==> src/design/smwl_pkg.sv <==
// Package for the sorted merge with limit block.
// Holds the row and command types, register codes and the key order function.
// Used by the interfaces, front, back and top level; depends on nothing.
package smwl_pkg;

  localparam int KEY_W      = 64;
  localparam int TAG_W      = 32;
  localparam int ACT_W      = 2;
  localparam int LIMIT_W    = 7;
  localparam int MASK_W     = 3;
  localparam int NUM_KEYS   = 3;
  localparam int TOTAL_W    = 7;
  localparam int CFG_DATA_W = 32;
  localparam int CFG_ADDR_W = 3;

  localparam logic [ACT_W-1:0] ACT_LOAD_LEFT  = 2'd0;
  localparam logic [ACT_W-1:0] ACT_LOAD_RIGHT = 2'd1;
  localparam logic [ACT_W-1:0] ACT_MERGE      = 2'd2;

  localparam logic REG_ROW_LIMIT = 1'b0;
  localparam logic REG_DESC_MASK = 1'b1;

  localparam logic [LIMIT_W-1:0] LIMIT_RESET = 7'd64;

  typedef struct packed {
    logic signed [KEY_W-1:0] key_first;
    logic signed [KEY_W-1:0] key_second;
    logic signed [KEY_W-1:0] key_third;
    logic [TAG_W-1:0]        tag;
  } row_t;

  typedef struct packed {
    logic is_merge;
    logic to_right;
    row_t row;
  } cmd_t;

  typedef struct packed {
    logic [LIMIT_W-1:0] row_limit;
    logic [MASK_W-1:0]  descending_mask;
  } cfg_t;

  // True when the right row must be emitted before the left row.
  function automatic logic right_first(row_t r, row_t l, logic [MASK_W-1:0] desc,
                                       int unsigned ncols);
    logic signed [KEY_W-1:0] rk [NUM_KEYS];
    logic signed [KEY_W-1:0] lk [NUM_KEYS];
    logic found;
    logic res;
    rk[0] = r.key_first;
    rk[1] = r.key_second;
    rk[2] = r.key_third;
    lk[0] = l.key_first;
    lk[1] = l.key_second;
    lk[2] = l.key_third;
    found = 1'b0;
    res   = 1'b0;
    for (int c = 0; c < NUM_KEYS; c++) begin
      if (!found && (c < ncols) && (rk[c] != lk[c])) begin
        found = 1'b1;
        res   = (rk[c] < lk[c]) ^ desc[c];
      end
    end
    return res;
  endfunction

endpackage

==> src/design/smwl_ifs.sv <==
// Handshake interfaces for the input and result channels of the merge block.
// Each carries valid, ready and one word of payload; depends on smwl_pkg.
interface smwl_in_if;
  logic                                  valid;
  logic                                  ready;
  logic [smwl_pkg::ACT_W-1:0]            action;
  logic signed [smwl_pkg::KEY_W-1:0]     key_first;
  logic signed [smwl_pkg::KEY_W-1:0]     key_second;
  logic signed [smwl_pkg::KEY_W-1:0]     key_third;
  logic [smwl_pkg::TAG_W-1:0]            row_tag;

  modport source (output valid, action, key_first, key_second, key_third, row_tag,
                  input ready);
  modport sink (input valid, action, key_first, key_second, key_third, row_tag,
                output ready);
endinterface


==> src/design/smwl_front.sv <==
// Front end of the merge block: accepts input words, decodes the action and
// queues load and merge commands in a two-entry queue for the back end.
// Depends on smwl_pkg and smwl_in_if.
module smwl_front (
  input  logic           clk,
  input  logic           rst_n,
  smwl_in_if.sink        in_if,
  output smwl_pkg::cmd_t cmd,
  output logic           cmd_valid,
  input  logic           cmd_ready
);
  import smwl_pkg::*;

  cmd_t       q_r [2];
  logic       wr_ptr_r;
  logic       rd_ptr_r;
  logic [1:0] fill_r;
  logic       known;
  logic       push;
  logic       pop;
  cmd_t       in_cmd;

  assign in_if.ready = (fill_r != 2'd2);

  always_comb begin
    unique case (in_if.action) inside
      ACT_LOAD_LEFT, ACT_LOAD_RIGHT, ACT_MERGE: known = 1'b1;
      default:                                  known = 1'b0;
    endcase
  end

  assign in_cmd.is_merge       = (in_if.action == ACT_MERGE);
  assign in_cmd.to_right       = (in_if.action == ACT_LOAD_RIGHT);
  assign in_cmd.row.key_first  = in_if.key_first;
  assign in_cmd.row.key_second = in_if.key_second;
  assign in_cmd.row.key_third  = in_if.key_third;
  assign in_cmd.row.tag        = in_if.row_tag;

  assign push      = in_if.valid && in_if.ready && known;
  assign cmd_valid = (fill_r != 2'd0);
  assign pop       = cmd_valid && cmd_ready;
  assign cmd       = q_r[rd_ptr_r];

  always_ff @(posedge clk) begin
    if (push) begin
      q_r[wr_ptr_r] <= in_cmd;
    end
  end

  always_ff @(posedge clk) begin
    if (!rst_n) begin
      wr_ptr_r <= 1'b0;
      rd_ptr_r <= 1'b0;
      fill_r   <= 2'd0;
    end else begin
      if (push) begin
        wr_ptr_r <= ~wr_ptr_r;
      end
      if (pop) begin
        rd_ptr_r <= ~rd_ptr_r;
      end
      fill_r <= fill_r + 2'(push) - 2'(pop);
    end
  end

endmodule

==> src/flat_wrapper.sv <==
// flat-port wrapper written by rule: the top's interface ports become plain ports
module smwl_front_flat import smwl_pkg::*;
  (clk, rst_n, cmd, cmd_valid, cmd_ready, in_if_valid, in_if_action, in_if_key_first, in_if_key_second, in_if_key_third, in_if_row_tag, in_if_ready);
  smwl_in_if in_if_i ();
  input  logic clk;
  input  logic rst_n;
  output smwl_pkg::cmd_t cmd;
  output logic cmd_valid;
  input  logic cmd_ready;
  input wire logic [$bits(in_if_i.valid)-1:0] in_if_valid;
  input wire logic [$bits(in_if_i.action)-1:0] in_if_action;
  input wire logic [$bits(in_if_i.key_first)-1:0] in_if_key_first;
  input wire logic [$bits(in_if_i.key_second)-1:0] in_if_key_second;
  input wire logic [$bits(in_if_i.key_third)-1:0] in_if_key_third;
  input wire logic [$bits(in_if_i.row_tag)-1:0] in_if_row_tag;
  output wire logic [$bits(in_if_i.ready)-1:0] in_if_ready;
  assign in_if_i.valid = in_if_valid;
  assign in_if_i.action = in_if_action;
  assign in_if_i.key_first = in_if_key_first;
  assign in_if_i.key_second = in_if_key_second;
  assign in_if_i.key_third = in_if_key_third;
  assign in_if_i.row_tag = in_if_row_tag;
  assign in_if_ready = in_if_i.ready;
  smwl_front u_core (.clk(clk), .rst_n(rst_n), .in_if(in_if_i), .cmd(cmd), .cmd_valid(cmd_valid), .cmd_ready(cmd_ready));
endmodule
==> config.mk <==
export PLATFORM = sky130hd
export DESIGN_NAME = smwl_front_flat
export DESIGN_NICKNAME = d
export VERILOG_FILES = /design/src/design/smwl_pkg.sv /design/src/design/smwl_ifs.sv /design/src/design/smwl_front.sv /design/src/flat_wrapper.sv
export SDC_FILE = /design/constraint.sdc
export NUM_CORES = 1
export LEC_CHECK = 0
export ABC_AREA = 1
export ABC_CLOCK_PERIOD_IN_PS = 16010
export BUFFER_PORTS_ARGS = -buffer_cell sky130_fd_sc_hd__buf_2
export CAP_MARGIN = 40
export CORE_UTILIZATION = 49
export CTS_CLUSTER_DIAMETER = 40
export DETAILED_ROUTE_END_ITERATION = 10
export PLACE_DENSITY = 0.83
export SETUP_SLACK_MARGIN = 0.1
export SYNTH_ARGS = -nofsm -noshare
export SYNTH_HDL_FRONTEND = slang
export SYNTH_SLANG_ARGS = --single-unit
==> constraint.sdc <==
create_clock -name clk -period 16.01 [get_ports clk]
set_input_delay 1.601 -clock clk [delete_from_list [all_inputs] [get_ports clk]]
set_output_delay 1.601 -clock clk [all_outputs]
set_load 0.005 [all_outputs]
Yosys cells after proc, flatten, opt, wreduce, memory -nomap -nowiden --
Memory sizes are Yosys's and may differ from the RTL's. A register that Yosys moved wholly into a read port is not among the register bits. Index checks and enable logic that the tools add are counted.
Word-level totals: flip-flop bits (word level) 4, memories 1, memory bits (writable) 452, logic and storage cells 22
Memories:
- u_core.q_r | words 2, bits a word 226, rd ports 1, clocked after memory_dff 1, wr ports 1, RTL line smwl_front.sv:14 | cmd_t q_r [2];
Cells by class: add/subtract/negate cells 2, mux-type cells 5, reduce and logical (&&, ||, !) cells 6, bitwise operators 2, equal/unequal tests 3
Operators with widths (number):
- 1-bit 2-to-1 mux | 5
- 1-bit logical AND | 3
- 3-bit OR reduction | 1
- 2-bit by 1-bit adder with 2-bit output | 1
- 2-bit by 1-bit == test with 1-bit output (second input constant) | 1
- 2-bit == test (second input constant) | 1
- 2-bit logical NOT | 1
- 2-bit != test (second input constant) | 1
- 1-bit inverter | 2
- 2-bit nonzero test | 1
- 2-bit by 1-bit subtractor with 2-bit output | 1

Longest topological paths before layout --
depth in word-level cells 6, gate-level depth with buffers 12, gate-level depth less buffers 12

Worst setup path before layout --
OpenSTA, ideal clock, no wires.
path type in2reg, start point in in_if_action[0], end point mem u_core.q_r[1][0] (netlist bit) (enable), buffers on the path 0, setup time 0.817 ns, path slack 3.874 ns, arrival time 11.319 ns, cell stages on the path 5, data required time 15.193 ns, cells stage by stage nand2_1 > nand2_1 > nor2_1 > inv_1 > nor2_1
Between the ends: longest elaborated chain between the ends 6
Ends and longest elaborated chain:
- from (decl) | RTL line flat_wrapper.sv:11 | input wire logic [$bits(in_if_i.action)-1:0] in_if_action;
- 2-bit by 1-bit == test with 1-bit output (no source line) (tied with other cells)
- 3-bit OR reduction (*) | RTL line smwl_front.sv:26 | unique case (in_if.action) inside
- 1-bit 2-to-1 mux (*) | RTL line smwl_front.sv:26
- 1-bit logical AND (*) | RTL line smwl_front.sv:39 | assign push = in_if.valid && in_if.ready && known;
- 1-bit 2-to-1 mux (*) | RTL line smwl_front.sv:45 | if (push) begin
- 1-bit 2-to-1 mux (not written as such) (*) | RTL line smwl_front.sv:46 | q_r[wr_ptr_r] <= in_cmd;
- to (decl) | RTL line smwl_front.sv:14
Every way passes the cells marked *; elsewhere a longest branch is shown, timed or not.

==> impl_metrics.ini <==
[run_status]
status = finished clean

[pwr]
finalPower_mw = 3.375
power_leakage_nw = 8.450
powerDensity_nw_per_um2 = 154.4
peakVddDrop_mv = 0.1285

[critical_path]
criticalPathCategory = register to output port
crit_family = buffers and inverters
r2r_start = u_core.fill_r[1]
crit_fanout = 52
crit_buf_inv = 3
rrSetupSlack_ns = 13.34
reg2reg_to = u_core.q_r[0][113]
cp.arrival_ns = 3.01
r2r_cells = 9
critPathMostFrequentCell = buf_4
cp_slowest_cell = buf_4
cp-start-kind = register
slowest_delay_ns = 0.82
cp.required_ns = 14.41
crit_chain = buf_4 > buf_4 > mux2_4 > buf_2
end_kind = output port

[clock_tree]
cts_hold_buf = 0
cts.repair.resized = 0
cts.sinks = 457
cts.clk_slew.worst_paths_ns = 0.05
cts_buffers = 50
cts_root_buf = clkbuf_16
clock_path_buffers = 3
clock_latency_ns = 0.55
cts_tree = yes
cts-htree-levels = 2
cts_setup_buffers = 0

[placement]
portBuffers = 457
detailed_place_hpwl_um = 24400
gp_congestion = 0.8306

[hold_path]
hold_path_class = register to register
hp-start = u_core.rd_ptr_r
holdPathStages = 2

[synthesis]
synth_fp_nets = 978
synth.avg_cell_area_um2 = 22.95
syn_inst = 747
synth.top_cell.area_share = 0.7919
ys_ff_latch = 457
ys_top_cells_by_area = edfxtp_1, mux2_4, mux2_2, buf_6, dfxtp_1
ys_seq_area_frac = 0.7977
yosysWarnings = 0
synth_area_um2 = 17140
yosys.cell_types.count = 14
synth_area_leader_cell = edfxtp_1

[routing]
first_iter_violations = 622
avgViaCountPerCell = 5.061
wire_per_inst_um = 20.35
wl_um = 35550
first_pass_iters = 4
route.detailed.drc = 0
vias = 8841
drtAntennaViolNets = 0

[floorplanning]
ios = 458
initial_core_util = 0.4974
coreArea_um2 = 34460
std_cell_rows = 68
dieHeight_um = 189.0
dieArea_um2 = 35730
die_x_um = 189.0

[layout]
area.growth.synth_to_final_pct = 27.50
layout_common_cells = buf_2, edfxtp_1, mux2_4
mostFrequentLayoutCell = buf_2
drive_gt1_frac = 0.6112
fin_nets = 1479

[flow_run]
cap_violations = 0

[grt]
grt_usage = 0.1926
grt_overflow = 0
grt_pass1_wl_um = 51610
grt_pass1_vias = 9221
antenna_found_initial = 9
grt_max_degree = 66

[timing]
hold_violations = 0
fin_crit_sh = 0.2878
finalMaxSlewViolations = 0
max_freq_ghz = 0.2170
finalClockSkew_ns = 0.01528
fin_crit_ns = 4.608
slew-limit-headroom = 0.3800
finalSetupTns_ns = 0
rsz0062_at_grt = no
setup_violations = 0
worst_pin_slew_ns = 0.9300
## cell families (layout without fill, tap and decap cells)
group	count (synthesis)	in the layout	synth area share
muxes	226	226	0.1791
other	0	6	0
adders and majority gates	1	1	0.0007299
AOI/OAI and AO/OA	5	5	0.001460
and+or+nand+nor	21	21	0.004818
buffers and inverters	37	576	0.01613
DFF	457	457	0.7977
## where the power goes
group          internal [mW]  switching (mW)
clock network          0.731           0.457
logic                  0.361           0.322
registers               1.47          0.0354
## final cells by class
cell class / instances / area, µm²
fillers: 2359 / 12600
flip-flops and latches: 457 / 13680
clock buffers: 58 / 1365
diodes: 6 / 15.01
multi-input cells: 253 / 3206
inverters: 12 / 45.04
repair buffers: 474 / 2575
well taps: 455 / 569.3
clock inverters: 32 / 401.6
## worst min-delay path, stage by stage, from the launching register on
cell	delay, ns
dfxtp_1	0.29
inv_1	0.07
a21oi_1	0.06
## per-stage QoR
| step | hold WS [ns] | cells | instance area, µm² | setup slack (ns) | utilization |
|---|---|---|---|---|---|
| floorplan | 0.4474 | 747 | 17140 | 3.874 | - |
| global placement | 0.4450 | 1643 | 19850 | 11.33 | 0.5761 |
| detailed placement | 0.4567 | 1651 | 20070 | 11.92 | 0.5825 |
| CTS | 0.4678 | 1741 | 21840 | 11.38 | 0.6338 |
| global route | 0.4981 | 1747 | 21850 | 11.29 | 0.6342 |
| finish | 0.4653 | 1747 | 21850 | 11.40 | 0.6342 |
## how the worst max path moves through the flow
stage                    startpoint            endpoint  slack, ns  cells past startpoint
finish                     register            cmd[167]      11.40                      4
global route               register            cmd[167]      11.29                      4
CTS                        register            cmd[167]      11.38                      4
detailed placement  in_if_action[0]  u_core.q_r[0][111]      11.92                     10
global placement           register            cmd[172]      11.33                      4
floorplan           in_if_action[0]    u_core.q_r[1][0]       3.87                      5
## Yosys cell counts
library cell and count:
mux2_2 86, o21ai_0 2, edfxtp_1 452, a21oi_1 3, dfxtp_1 5, ha_1 1, nand3_1 1, buf_2 8
nand4_1 1, inv_1 12, buf_6 17, nor2_1 8, mux2_4 140, nand2_1 11
## sequential cells by signal, summed over array words and instances (netlist names), named ones only
name / count
u_core.fill_r: 2
u_core.q_r: 452
u_core.rd_ptr_r: 1
u_core.wr_ptr_r: 1
## routing by layer
layer | vias up | routed length [µm] | global-route usage
li1 | 3974 | - | -
met1 | 4355 | 13200 | 0.2221
met2 | 440 | 17910 | 0.3282
met3 | 68 | 3512 | 0.06747
met4 | 4 | 901 | 0.07723
met5 | - | 22 | 0
Note: power is estimated with default switching activity, not from simulation.
